[config.mk]
export PLATFORM = sky130hd
export DESIGN_NAME = crc8_response_frame_parser_top_flat
export DESIGN_NICKNAME = d
export VERILOG_FILES = /design/src/rtl/core/crcrp_pkg.sv /design/src/rtl/core/crcrp_if.sv /design/src/rtl/core/crcrp_step.sv /design/src/rtl/core/crc8_response_frame_parser_top.sv /design/src/flat_wrapper.sv
export SDC_FILE = /design/constraint.sdc
export NUM_CORES = 1
export LEC_CHECK = 0
export BUFFER_PORTS_ARGS = -buffer_cell sky130_fd_sc_hd__buf_2
export CORE_AREA = 2 2 133 135
export DETAILED_ROUTE_END_ITERATION = 8
export DIE_AREA = 0 0 135 137
export HOLD_SLACK_MARGIN = 0.1
export MAX_ROUTING_LAYER = met4
export PLACE_DENSITY = 0.58
export SLEW_MARGIN = 0
export SYNTH_ARGS = -nofsm -noshare
export SYNTH_HDL_FRONTEND = slang
export SYNTH_SLANG_ARGS = --single-unit
export TNS_END_PERCENT = 5
[constraint.sdc]
create_clock -name clk -period 5.3 [get_ports clk]
set_clock_uncertainty 0.05 [all_clocks]
set_input_delay 0.53 -clock clk [delete_from_list [all_inputs] [get_ports clk]]
set_output_delay 0.53 -clock clk [all_outputs]
set_load 0.005 [all_outputs]
[src/rtl/core/crcrp_pkg.sv]
// Shared types, codes and the byte-wide CRC-8 step of the framed response parser.
// No dependencies; the step logic, the top and the testbench import this package.
package crcrp_pkg;

    // Longest response frame accepted, header and CRC included.
    localparam int MAX_RESPONSE_LENGTH = 16;

    // Fixed frame layout constants.
    localparam int    INFO_LAST_POS = 4;
    localparam int    MIN_RESP_LEN  = 4;
    localparam int    ACK_LEN       = 6;
    localparam int    NAK_LEN       = 5;
    localparam int    INFO_LEN      = 5;
    localparam [7:0]  ACK_CODE      = 8'h01;
    localparam [7:0]  NAK_CODE      = 8'hFF;
    localparam [7:0]  CRC_POLY      = 8'hD5;

    // Configuration register indexes.
    localparam [0:0] REG_INFO_HEADER     = 1'b0;
    localparam [0:0] REG_RESPONSE_HEADER = 1'b1;
    localparam [7:0] INFO_HEADER_RST     = 8'hCC;
    localparam [7:0] RESPONSE_HEADER_RST = 8'h55;

    // Parser phases.
    localparam [2:0] PH_IDLE  = 3'd0;
    localparam [2:0] PH_INFO  = 3'd1;
    localparam [2:0] PH_RLEN  = 3'd2;
    localparam [2:0] PH_RBODY = 3'd3;
    localparam [2:0] PH_DONE  = 3'd4;

    // Result status codes.
    localparam [2:0] ST_OK         = 3'd0;
    localparam [2:0] ST_TIMEOUT    = 3'd1;
    localparam [2:0] ST_INCOMPLETE = 3'd2;
    localparam [2:0] ST_CRC        = 3'd3;
    localparam [2:0] ST_BADLEN     = 3'd4;
    localparam [2:0] ST_BADHDR     = 3'd5;

    // Result kind codes.
    localparam [1:0] KIND_INFO = 2'd0;
    localparam [1:0] KIND_ACK  = 2'd1;
    localparam [1:0] KIND_NAK  = 2'd2;

    // Control state of one receive window.
    typedef struct packed {
        logic [2:0] phase;
        logic [4:0] byte_count;
        logic [7:0] crc_accum;
        logic [4:0] expected_length;
    } parse_state_t;

    // One result item.
    typedef struct packed {
        logic [2:0]  status;
        logic [1:0]  kind;
        logic [7:0]  proto_version;
        logic [15:0] feature_mask;
        logic [7:0]  action_echo;
        logic [7:0]  error_code;
        logic [4:0]  frame_bytes;
    } result_t;

    // Write request into the captured byte store.
    typedef struct packed {
        logic       we;
        logic [1:0] idx;
    } cap_wr_t;

    // One byte through the CRC-8 register, MSB first.
    function automatic logic [7:0] crc8_next(input logic [7:0] crc, input logic [7:0] b);
        logic [7:0] c;
        c = crc ^ b;
        for (int i = 0; i < 8; i++)
        begin
            if (c[7])
                c = {c[6:0], 1'b0} ^ CRC_POLY;
            else
                c = {c[6:0], 1'b0};
        end
        return c;
    endfunction

endpackage

[src/rtl/core/crcrp_if.sv]
// Handshake channel interfaces of the framed response parser: byte input,
// result output and configuration write. Depends on nothing.
interface crcrp_in_if;
    logic       valid;
    logic       ready;
    logic       func;
    logic [7:0] rx_byte;

    modport source (output valid, output func, output rx_byte, input ready);
    modport sink   (input valid, input func, input rx_byte, output ready);
endinterface

interface crcrp_out_if;
    logic        valid;
    logic        ready;
    logic [2:0]  status;
    logic [1:0]  kind;
    logic [7:0]  proto_version;
    logic [15:0] feature_mask;
    logic [7:0]  action_echo;
    logic [7:0]  error_code;
    logic [4:0]  frame_bytes;

    modport source (output valid, output status, output kind, output proto_version,
                    output feature_mask, output action_echo, output error_code,
                    output frame_bytes, input ready);
    modport sink   (input valid, input status, input kind, input proto_version,
                    input feature_mask, input action_echo, input error_code,
                    input frame_bytes, output ready);
endinterface

interface crcrp_cfg_if;
    logic       valid;
    logic       ready;
    logic [0:0] index;
    logic [7:0] data;

    modport source (output valid, output index, output data, input ready);
    modport sink   (input valid, input index, input data, output ready);
endinterface

[src/rtl/core/crcrp_step.sv]
// Next-state and result logic for one received byte or end-of-window item.
// Depends on crcrp_pkg.
module crcrp_step
    import crcrp_pkg::*;
(
    input  parse_state_t cur,
    input  logic [7:0]   cap0,
    input  logic [7:0]   cap1,
    input  logic [7:0]   cap2,
    input  logic [7:0]   cap3,
    input  logic         func,
    input  logic [7:0]   rx_byte,
    input  logic [7:0]   info_header,
    input  logic [7:0]   response_header,
    output parse_state_t nxt,
    output cap_wr_t      cap_wr,
    output logic         emit,
    output result_t      res
);

    logic [7:0] crc_upd;
    logic [4:0] pos;
    logic [5:0] pos_inc;

    assign crc_upd = crc8_next(cur.crc_accum, rx_byte);
    assign pos     = cur.byte_count;
    assign pos_inc = {1'b0, pos} + 6'd1;

    always_comb
    begin
        nxt        = cur;
        cap_wr.we  = 1'b0;
        cap_wr.idx = 2'(pos - 5'd1);
        emit       = 1'b0;
        res        = '0;

        if (func)
        begin
            // End of window always returns to idle.
            nxt = '0;
            nxt.phase = PH_IDLE;
            if (cur.phase == PH_IDLE)
            begin
                emit       = 1'b1;
                res.status = ST_TIMEOUT;
            end
            else if (cur.phase != PH_DONE)
            begin
                emit       = 1'b1;
                res.status = ST_INCOMPLETE;
            end
        end
        else if (cur.phase != PH_DONE)
        begin
            cap_wr.we = (pos >= 5'd1) && (pos <= 5'd4);
            case (cur.phase)
                PH_IDLE:
                begin
                    nxt.crc_accum  = crc8_next(8'h00, rx_byte);
                    nxt.byte_count = 5'd1;
                    if (rx_byte == info_header)
                        nxt.phase = PH_INFO;
                    else if (rx_byte == response_header)
                        nxt.phase = PH_RLEN;
                    else
                    begin
                        nxt.phase  = PH_DONE;
                        emit       = 1'b1;
                        res.status = ST_BADHDR;
                    end
                end
                PH_INFO:
                begin
                    if (pos < 5'(INFO_LAST_POS))
                    begin
                        nxt.crc_accum  = crc_upd;
                        nxt.byte_count = pos_inc[4:0];
                    end
                    else
                    begin
                        nxt.phase = PH_DONE;
                        emit      = 1'b1;
                        if (cur.crc_accum != rx_byte)
                            res.status = ST_CRC;
                        else
                        begin
                            res.status        = ST_OK;
                            res.kind          = KIND_INFO;
                            res.proto_version = cap0;
                            res.feature_mask  = {cap2, cap1};
                            res.frame_bytes   = 5'(INFO_LEN);
                        end
                    end
                end
                PH_RLEN:
                begin
                    nxt.crc_accum  = crc_upd;
                    nxt.byte_count = 5'd2;
                    if ((rx_byte < 8'(MIN_RESP_LEN)) || (rx_byte > 8'(MAX_RESPONSE_LENGTH)))
                    begin
                        nxt.phase  = PH_DONE;
                        emit       = 1'b1;
                        res.status = ST_BADLEN;
                    end
                    else
                    begin
                        nxt.expected_length = rx_byte[4:0];
                        nxt.phase           = PH_RBODY;
                    end
                end
                PH_RBODY:
                begin
                    if (pos_inc < {1'b0, cur.expected_length})
                    begin
                        nxt.crc_accum  = crc_upd;
                        nxt.byte_count = pos_inc[4:0];
                    end
                    else
                    begin
                        nxt.phase = PH_DONE;
                        emit      = 1'b1;
                        if (cur.crc_accum != rx_byte)
                            res.status = ST_CRC;
                        else if ((cap1 == ACK_CODE) && (cur.expected_length == 5'(ACK_LEN)))
                        begin
                            res.status      = ST_OK;
                            res.kind        = KIND_ACK;
                            res.action_echo = cap3;
                            res.frame_bytes = 5'(ACK_LEN);
                        end
                        else if ((cap1 == NAK_CODE) && (cur.expected_length == 5'(NAK_LEN)))
                        begin
                            res.status      = ST_OK;
                            res.kind        = KIND_NAK;
                            res.error_code  = cap2;
                            res.frame_bytes = 5'(NAK_LEN);
                        end
                        else
                            res.status = ST_BADLEN;
                    end
                end
                default:
                begin
                    cap_wr.we = 1'b0;
                    nxt.phase = PH_DONE;
                end
            endcase
        end
    end

endmodule

[src/rtl/core/crc8_response_frame_parser_top.sv]
// Top level of the CRC-8 framed response parser: input register, parse logic,
// result register. Depends on crcrp_pkg, crcrp_if.sv and crcrp_step.
//
// The parser takes one request per clock cycle on the rx channel: each request is
// either a received byte or an end-of-window marker. A received request is first
// held in an input register; from there the byte-wide CRC-8 (polynomial 0xD5,
// initial value zero) and the frame state machine process it in a single pass
// and, when the byte decides the frame, load the result register. A result is
// offered on the result channel from the result register once its deciding request
// has passed the input register, and the sustained rate is one request per cycle
// unless a waiting result holds the flow. The rx channel keeps accepting while
// a result waits on the result channel, and stalls only when both the input and
// the result register are full. Each receive window yields exactly one result: a
// decoded device info, acknowledge or reject frame, or an error status (timeout for
// an empty window, incomplete for a short one, CRC error, bad length, bad header).
// Bytes that arrive after the decision are dropped until the end marker. The two
// header registers may only be written while no request is in flight; writes are
// always accepted.
module crc8_response_frame_parser_top
    import crcrp_pkg::*;
(
    input  logic         clk,
    input  logic         rst_n,
    crcrp_in_if.sink     rx,
    crcrp_out_if.source  result,
    crcrp_cfg_if.sink    cfg
);

    // Header configuration registers.
    logic [7:0] info_header_reg;
    logic [7:0] response_header_reg;

    // Input register stage.
    logic       in_valid_reg;
    logic       in_func_reg;
    logic [7:0] in_byte_reg;

    // Window state and captured frame bytes 1 to 4.
    parse_state_t state_reg;
    parse_state_t state_next;
    logic [7:0]   cap_reg [4];
    cap_wr_t      cap_wr;

    // Result register stage.
    logic    out_valid_reg;
    result_t out_reg;
    result_t out_next;
    logic    emit;

    logic rx_fire;
    logic proc_fire;

    // The parse stage advances whenever the result register is free or draining.
    assign proc_fire = in_valid_reg && (!out_valid_reg || result.ready);
    assign rx.ready  = !in_valid_reg || proc_fire;
    assign rx_fire   = rx.valid && rx.ready;
    assign cfg.ready = 1'b1;

    always_ff @(posedge clk or negedge rst_n)
    begin
        if (!rst_n)
        begin
            info_header_reg     <= INFO_HEADER_RST;
            response_header_reg <= RESPONSE_HEADER_RST;
        end
        else if (cfg.valid)
        begin
            case (cfg.index)
                REG_INFO_HEADER:     info_header_reg     <= cfg.data;
                REG_RESPONSE_HEADER: response_header_reg <= cfg.data;
                default:             info_header_reg     <= info_header_reg;
            endcase
        end
    end

    always_ff @(posedge clk or negedge rst_n)
    begin
        if (!rst_n)
            in_valid_reg <= 1'b0;
        else if (rx_fire)
            in_valid_reg <= 1'b1;
        else if (proc_fire)
            in_valid_reg <= 1'b0;
    end

    always_ff @(posedge clk)
    begin
        if (rx_fire)
        begin
            in_func_reg <= rx.func;
            in_byte_reg <= rx.rx_byte;
        end
    end

    crcrp_step u_step (
        .cur             (state_reg),
        .cap0            (cap_reg[0]),
        .cap1            (cap_reg[1]),
        .cap2            (cap_reg[2]),
        .cap3            (cap_reg[3]),
        .func            (in_func_reg),
        .rx_byte         (in_byte_reg),
        .info_header     (info_header_reg),
        .response_header (response_header_reg),
        .nxt             (state_next),
        .cap_wr          (cap_wr),
        .emit            (emit),
        .res             (out_next)
    );

    always_ff @(posedge clk or negedge rst_n)
    begin
        if (!rst_n)
            state_reg <= '{phase: PH_IDLE, byte_count: 5'd0, crc_accum: 8'h00,
                           expected_length: 5'd0};
        else if (proc_fire)
            state_reg <= state_next;
    end

    // Captured bytes are only read after being written in the same window.
    always_ff @(posedge clk)
    begin
        if (proc_fire && cap_wr.we)
            cap_reg[cap_wr.idx] <= in_byte_reg;
    end

    always_ff @(posedge clk or negedge rst_n)
    begin
        if (!rst_n)
            out_valid_reg <= 1'b0;
        else if (proc_fire)
            out_valid_reg <= emit;
        else if (result.ready)
            out_valid_reg <= 1'b0;
    end

    always_ff @(posedge clk)
    begin
        if (proc_fire && emit)
            out_reg <= out_next;
    end

    assign result.valid         = out_valid_reg;
    assign result.status        = out_reg.status;
    assign result.kind          = out_reg.kind;
    assign result.proto_version = out_reg.proto_version;
    assign result.feature_mask  = out_reg.feature_mask;
    assign result.action_echo   = out_reg.action_echo;
    assign result.error_code    = out_reg.error_code;
    assign result.frame_bytes   = out_reg.frame_bytes;

`ifndef SYNTHESIS
    // An end-of-window request always leaves the parser idle and cleared.
    a_end_clears: assert property (@(posedge clk) disable iff (!rst_n)
        (proc_fire && in_func_reg) |=>
            (state_reg.phase == PH_IDLE && state_reg.byte_count == 5'd0
             && state_reg.crc_accum == 8'h00))
        else $error("end of window did not clear the parser state");

    // While collecting a device info frame the byte position stays within the frame.
    a_info_pos: assert property (@(posedge clk) disable iff (!rst_n)
        (state_reg.phase == PH_INFO) |->
            (state_reg.byte_count >= 5'd1 && state_reg.byte_count <= 5'(INFO_LAST_POS)))
        else $error("device info byte position out of range");

    // A new result only appears after the parse stage has processed a request.
    a_result_source: assert property (@(posedge clk) disable iff (!rst_n)
        $rose(out_valid_reg) |-> $past(proc_fire))
        else $error("result appeared without a processed request");
`endif

endmodule

[src/flat_wrapper.sv]
// flat-port wrapper written by rule: the top's interface ports become plain ports
module crc8_response_frame_parser_top_flat import crcrp_pkg::*;
  (clk, rst_n, rx_valid, rx_func, rx_rx_byte, rx_ready, result_valid, result_status, result_kind, result_proto_version, result_feature_mask, result_action_echo, result_error_code, result_frame_bytes, result_ready, cfg_valid, cfg_index, cfg_data, cfg_ready);
  crcrp_in_if rx_i ();
  crcrp_out_if result_i ();
  crcrp_cfg_if cfg_i ();
  input  logic clk;
  input  logic rst_n;
  input wire logic [$bits(rx_i.valid)-1:0] rx_valid;
  input wire logic [$bits(rx_i.func)-1:0] rx_func;
  input wire logic [$bits(rx_i.rx_byte)-1:0] rx_rx_byte;
  output wire logic [$bits(rx_i.ready)-1:0] rx_ready;
  output wire logic [$bits(result_i.valid)-1:0] result_valid;
  output wire logic [$bits(result_i.status)-1:0] result_status;
  output wire logic [$bits(result_i.kind)-1:0] result_kind;
  output wire logic [$bits(result_i.proto_version)-1:0] result_proto_version;
  output wire logic [$bits(result_i.feature_mask)-1:0] result_feature_mask;
  output wire logic [$bits(result_i.action_echo)-1:0] result_action_echo;
  output wire logic [$bits(result_i.error_code)-1:0] result_error_code;
  output wire logic [$bits(result_i.frame_bytes)-1:0] result_frame_bytes;
  input wire logic [$bits(result_i.ready)-1:0] result_ready;
  input wire logic [$bits(cfg_i.valid)-1:0] cfg_valid;
  input wire logic [$bits(cfg_i.index)-1:0] cfg_index;
  input wire logic [$bits(cfg_i.data)-1:0] cfg_data;
  output wire logic [$bits(cfg_i.ready)-1:0] cfg_ready;
  assign rx_i.valid = rx_valid;
  assign rx_i.func = rx_func;
  assign rx_i.rx_byte = rx_rx_byte;
  assign rx_ready = rx_i.ready;
  assign result_valid = result_i.valid;
  assign result_status = result_i.status;
  assign result_kind = result_i.kind;
  assign result_proto_version = result_i.proto_version;
  assign result_feature_mask = result_i.feature_mask;
  assign result_action_echo = result_i.action_echo;
  assign result_error_code = result_i.error_code;
  assign result_frame_bytes = result_i.frame_bytes;
  assign result_i.ready = result_ready;
  assign cfg_i.valid = cfg_valid;
  assign cfg_i.index = cfg_index;
  assign cfg_i.data = cfg_data;
  assign cfg_ready = cfg_i.ready;
  crc8_response_frame_parser_top u_core (.clk(clk), .rst_n(rst_n), .rx(rx_i), .result(result_i), .cfg(cfg_i));
endmodule
* After elaboration in Yosys (flattened, before gate mapping) *
Memory sizes are Yosys's and may differ from the RTL's.
Cells that the tools add are included.

operators by class
  multipliers = 0
  reduce and logical (&&, ||, !) cells = 28
  add/sub/neg operators = 2
  shift-type cells = 0
  div/mod/pow operators = 0
  bitwise logic cells = 23
  $lt $le $gt $ge = 6
  mux-type cells = 98
  eq/ne operators = 16

operators by type and width
  cell                                                           count
  two-way mux 8 bit                                              39
  two-way mux 21 bit                                             4
  NOT 5 bit                                                      16
  one-hot mux 13 bit (4 select lines)                            1
  two-way mux 50 bit                                             1
  two-way mux 24 bit                                             2
  two-way mux 13 bit                                             3
  two-way mux 3 bit                                              13
  two-way mux 29 bit                                             1
  two-way mux 5 bit                                              5
  one-hot mux 3 bit (4 select lines)                             2
  two-way mux 1 bit                                              18
  == test 8 bit                                                  2
  two-way mux 16 bit                                             1
  inequality test 3 x 2 -> 1 bit, second input constant          4
  == test 5 x 3 -> 1 bit, second input constant                  2
  two-way mux 2 bit                                              5
  one-hot mux 5 bit (2 select lines)                             1
  == test 8 x 1 -> 1 bit, second input constant                  1
  == test 8 bit, second input constant                           1
  greater-than comparator 8 x 5 -> 1 bit, second input constant  1
  < comparator 8 x 3 -> 1 bit, second input constant             1
  inequality test 8 bit                                          1
  AND reduction 4 bit                                            2
  27 further kinds                                               46

word-level totals
  memories kept = 1
  logic and storage cells = 191
  bits in read-only memories = 0
  bits of input ports = 23
  register bits = 98
  latch bits = 0
  bits in writable memories = 32
  output and inout bits = 53

memory list
  name            depth  width  rd ports  clocked after Yosys merged registers in  write ports  RTL line                              text
  u_core.cap_reg  4      8      4         0                                        1            crc8_response_frame_parser_top.sv:41  logic [7:0] cap_reg [4];

* Longest topological paths before layout *
  depth after elaboration = 40
  mapped depth = 11
  mapped depth without buffers = 10

* Cells and area by module *
From an unflattened synthesis, not the netlist that was laid out.

unflattened totals
  cells, all modules = 470
  area total of the unflattened synthesis = 6,287.3 um^2

by module, submodules not included
  module                          area an instance (um^2)  cells each  seq. area each (um^2)  times used
  crc8_response_frame_parser_top  4,367.9                  189         3,718.6                1
  crcrp_step                      1,919.3                  281         0.0                    1

* Worst setup path before layout *
Ideal clock, no wire load.

  kind = reg2reg
  start = reg u_core.state_reg[13] (netlist bit)
  end = reg u_core.out_reg, in the netlist u_core.result.action_echo[0] (enable)
  library setup time = 454 ps
  arrival = 3,738 ps
  clock period less this slack = 4,242 ps
  stages on the path, launching flop included = 10
  required time = 4,796 ps
  slack = 1,058 ps
  path buffers = 0
  cells stage by stage = dfrtp_1 ha_1 xor2_1 ha_1 nand2_1 o21ai_0 a31oi_2 o211ai_1 a31oi_1 nor2_1

between the ends
  word-level cells in the longest chain between the ends = 7
  elaborated cells between the ends (all ways) = 9
  those cells by class = add/sub: 1; order compare: 2; mux: 5; reduce/logical: 1

ends and longest elaborated chain
  item                                  RTL line                               text
  from (decl)                           crc8_response_frame_parser_top.sv:39   parse_state_t state_reg;
  from (signal assigned)                crc8_response_frame_parser_top.sv:114  state_reg <= '{phase: PH_IDLE, byte_count: 5'd0, crc_accum: 8'h00,
  from (signal assigned)                crc8_response_frame_parser_top.sv:117  state_reg <= state_next;
  adder 5 x 1 -> 6 bit                  crcrp_step.sv:27                       assign pos_inc = {1'b0, pos} + 6'd1;
  < comparator 6 x 5 -> 1 bit           crcrp_step.sv:113                      if (pos_inc < {1'b0, cur.expected_length})
  two-way mux 1 bit                     crcrp_step.sv:113
  one-hot mux 1 bit (4 select lines) *  crcrp_step.sv:56                       case (cur.phase)
  two-way mux 1 bit *                   crcrp_step.sv:53                       else if (cur.phase != PH_DONE)
  two-way mux 1 bit *                   crcrp_step.sv:37                       if (func)
  logical AND 1 bit *                   crc8_response_frame_parser_top.sv:139  if (proc_fire && emit)
  to (signal assigned)                  crc8_response_frame_parser_top.sv:140  out_reg <= out_next;
  to (decl)                             crc8_response_frame_parser_top.sv:46   result_t out_reg;

Every way passes the cells marked *; elsewhere a longest branch is shown, timed or not.
A chain may end at the register's enable or synchronous reset.

* Worst setup path after layout *
  start = reg u_core.state_reg[14] (netlist bit)
  end = reg u_core.state_reg[12] (netlist bit)

between the ends
  word-level cells in the longest chain between the ends = 4
  elaborated cells between the ends (all ways) = 6
  those cells by class = add/sub: 1; order compare: 2; eq/ne: 2; reduce/logical: 1

ends and longest elaborated chain
  item                                      RTL line
  adder 5 x 1 -> 6 bit                      crcrp_step.sv:27
  < comparator 6 x 5 -> 1 bit               crcrp_step.sv:113
  inequality test 3 x 2 -> 1 bit (no line)  --
  AND reduction 5 bit (no line) *           --

Marks and branches as above.

==> metrics list <==
* Run status: complete, no violations
- For flop-to-flop paths, the worst setup slack is 2.21 ns.
* Area share of the largest cell type after synthesis: 0.453
* Number of distinct standard cells referenced by the synthesized netlist: 59
* End of the worst register-to-register path: u_core.state_reg[12]
- Of the total power, registers draw 0.400.
- Combinational cell fraction of total power: 0.293
- Top-level I/O count: 76
- In this run, post-CTS hold repair placed 0 buffers.
- Endpoints failing setup: 0
- Unrepaired setup endpoints after global routing: false
- Power per standard cell area: 506 mW/mm²
- Derived from the worst setup path, the maximum achievable clock frequency is 323 MHz.
* Depth of the worst register-to-register path: 10
* Max-cap viol count: 0
- By instance count, the leading cell after synthesis is sky130_fd_sc_hd__edfxtp_1.
- Wire length of the first global-routing pass: 19.1 mm
- Slew of the pin with the lowest slew margin: 0.946 ns
- Total number of vias: 3514
- The via count of the first global-routing pass came to 3612.
- Worst Setup Slack, final: 2.21 ns
* Largest net degree at the start of global routing: 49
* Row Count: 48
- Data arrival at the endpoint of the critical path: 3.34 ns
- Int Pwr: 0.00242 W
- Final hold violations: 0
- The worst register-to-register path begins at u_core.state_reg[14].
- Critical path's largest stage delay: 0.48 ns
- Of the available clock period, the critical path in the final layout requires 0.584.
* Total detailed-routing wirelength: 12.0 mm
* Kind of end point of the critical path: flop
- No sink is reached through more buffers than the 2 on the longest clock path.
* Post-layout minimum cycle time: 3.09 ns
* Share of cells above drive strength 1: 0.291
- In this run the power spent charging and discharging nets is 0.00113 W.
- Measured against its own limit, the worst slew margin works out to 0.370.
- In this run the static leakage power is 2.70 nW.
* Area contributors post-synth: sky130_fd_sc_hd__edfxtp_1, sky130_fd_sc_hd__dfrtp_1, sky130_fd_sc_hd__xnor2_1
- Counting flops with a built-in enable in the synthesized netlist gives 89.
* Pwr Total: 0.00355 W
* Number of flip-flops in the largest register: 32
- Total negative setup slack: 0 ns
- Counting both buffers and inverters, the worst setup path holds a total of 0.
- Required time at the endpoint of the critical path: 5.54 ns
- Post-synthesis cell area: 0.00591 mm²
* Overflow left after global routing: 0
- Relative contribution of the clock network to total power: 0.307
- Port buffering added 72 buffers.
* Vias/cell: 4.70
* Startpoint type of the worst setup path: flop
* HPWL after detailed placement: 8.53 mm
* Net Sw Frac: 0.318
- Synthesized area per cell: 13.5 µm²
- Initial core utilization: 0.346
- Clock tree synthesis selected as its root buffer the cell sky130_fd_sc_hd__clkbuf_16.
* Crit Path Max Fanout: 13
- The congestion estimate from routability-driven global placement came to 0.877.
* Initial antenna violation count: 0
- Minimum setup slack after placement: 2.22 ns
* Library cell contributing the largest single delay on the critical path: sky130_fd_sc_hd__o31a_1
* Standard cell area after detailed placement: 0.00646 mm²
- Total clock sinks: 128
* Synth Register Bits: 128
- Post-detailed-route DRC marker count: 0
- The worst setup path is of the flop to flop kind.
- Most instantiated cells after synthesis: sky130_fd_sc_hd__edfxtp_1, sky130_fd_sc_hd__and2_1, sky130_fd_sc_hd__xnor2_1, sky130_fd_sc_hd__dfrtp_1, sky130_fd_sc_hd__mux2_2
- Top delay family on crit path: compound AO/OA/AOI/OAI gates
- Path type of the worst min-delay path: input pin to async pin
- The H-tree was split into 4 levels.
- The layout has 1627 filler cells.
- Worst-path clk slew: 0.06 ns
* Die Area: 0.0185 mm²
- For this run, asynchronously set or reset flops after synthesis account for 0.305.
* Routed Antenna Nets: 0
* Total track usage: 0.144
- Worst VDD drop: 0.269 mV
* Number of antenna cells inserted: 0
- The die is 137 µm tall.
- Wire per inst: 16.1 µm
- Latest clock arrival within the worst-skew pair: 0.41 ns
- Post-route cell area: 0.00702 mm²
- Die outline width: 135 µm
* Worst Hold Margin: 0.214 ns
- Setup bufs post-CTS: 0
- Number of DRC markers after the initial detailed-route iteration: 190
- Total of warnings raised by yosys: 0
- Fraction of the yosys area taken by sequential cells: 0.619
- Pre-Repair DR Iteration Count: 4
* Cell type with the largest total area after synthesis: sky130_fd_sc_hd__edfxtp_1
- From synthesis to final layout, the design area changed by 18.9%.
- List of cells traversed by the critical path: ha_1 > nand3_1 > xnor2_1 > ha_1 > a21oi_1 > o21ai_0 > a31oi_2 > o21ai_1 > o31a_1 > a221o_1
- Counting stages on the worst path, the most repeated cell is sky130_fd_sc_hd__ha_1.
- TritonCTS built the clock tree.
* CORE AREA: 0.0171 mm²
* Number of buffers inserted during clock tree synthesis: 17
* Syn Inst Count: 437
- The final number of max-transition violations is 0.
- Main synth FF type: sky130_fd_sc_hd__edfxtp_1
- In the final design database the tool counted 542 nets.
- After clock tree synthesis, the repair step resized 0 gates.
## cells by family after synthesis
| kind of cell | count (synthesis) | share of synthesized area |
|---|---|---|
| compound gates | 45 | 0.0561 |
| simple gates | 131 | 0.129 |
| flops | 128 | 0.619 |
| fa+ha+maj | 10 | 0.0212 |
| xor+xnor | 61 | 0.0968 |
| mux | 27 | 0.0504 |
| other cells | 2 | 0.00127 |
| buf+inv | 33 | 0.0258 |
## worst max path at each step
stage                                    start                            to  slack [ns]  cells after the start
after detailed placement  u_core.state_reg[14]           u_core.state_reg[7]        2.22                     10
after global placement    u_core.state_reg[14]           u_core.state_reg[7]        2.28                     10
after global routing      u_core.state_reg[14]   u_core.result.error_code[1]        1.94                     11
after CTS                 u_core.state_reg[14]           u_core.state_reg[7]        2.22                     10
final                     u_core.state_reg[14]          u_core.state_reg[12]        2.21                     10
after floorplan           u_core.state_reg[13]  u_core.result.action_echo[0]        1.06                      9
## cells in the final DEF (no fill, tap or decap), types with 8 or more instances in the layout
master,Yosys,layout
sky130_fd_sc_hd__edfxtp_1,89,89
sky130_fd_sc_hd__buf_2,6,72
sky130_fd_sc_hd__xnor2_1,45,45
sky130_fd_sc_hd__and2_1,45,45
sky130_fd_sc_hd__dfrtp_1,31,31
sky130_fd_sc_hd__mux2_2,22,22
sky130_fd_sc_hd__clkbuf_16,0,17
sky130_fd_sc_hd__nand2_1,16,16
sky130_fd_sc_hd__nor2_1,16,15
sky130_fd_sc_hd__a21oi_1,12,12
sky130_fd_sc_hd__xor2_1,12,12
sky130_fd_sc_hd__inv_1,11,11
sky130_fd_sc_hd__ha_1,10,10
sky130_fd_sc_hd__nor3_1,8,8
sky130_fd_sc_hd__nand4_1,8,8
sky130_fd_sc_hd__dfstp_2,8,8
## worst reg2reg max path, delay by kind of cell (launching register included)
family | cells | cell delay [ns]
flops | 1 | 0.45
fa+ha+maj | 2 | 0.53
xor+xnor | 1 | 0.22
compound gates | 6 | 1.63
simple gates | 1 | 0.10
## power groups by stage
stage,registers [W],logic [W],clock network (W)
6_report,0.00142,0.00104,0.00109
5_1_grt,0.00145,0.00115,0.00116
4_1_cts,0.00142,0.00105,0.00111
3_5_place_dp,0.00144,0.00105,0
3_3_place_gp,0.00144,0.00103,0
2_1_floorplan,0.00141,0.000796,0
## cell type report
type | instances | area, µm² | area share
sequential | 128 | 3660 | 0.521
multi-input combinational | 277 | 2110 | 0.300
tap | 225 | 282 | 0.0401
timing repair buffer | 73 | 368 | 0.0524
clock inverter | 15 | 136 | 0.0194
inverter | 12 | 45.0 | 0.00642
clock buffer | 17 | 425 | 0.0606
## layer usage
| metal | part of all wire | global-route usage | wire length (µm) |
|---|---|---|---|
| met5 | 0 | - | 0 |
| met4 | 0.016 | 0.0584 | 193 |
| met3 | 0.041 | 0.0404 | 491 |
| met2 | 0.49 | 0.232 | 5870 |
| met1 | 0.46 | 0.172 | 5480 |
## per-stage QoR
stage               utilization  cells
floorplan                     -    438
global placement          0.379    715
detailed placement        0.379    715
CTS                       0.412    747
global route              0.412    747
finish                    0.412    747
Power figures use the tool's default switching activity.
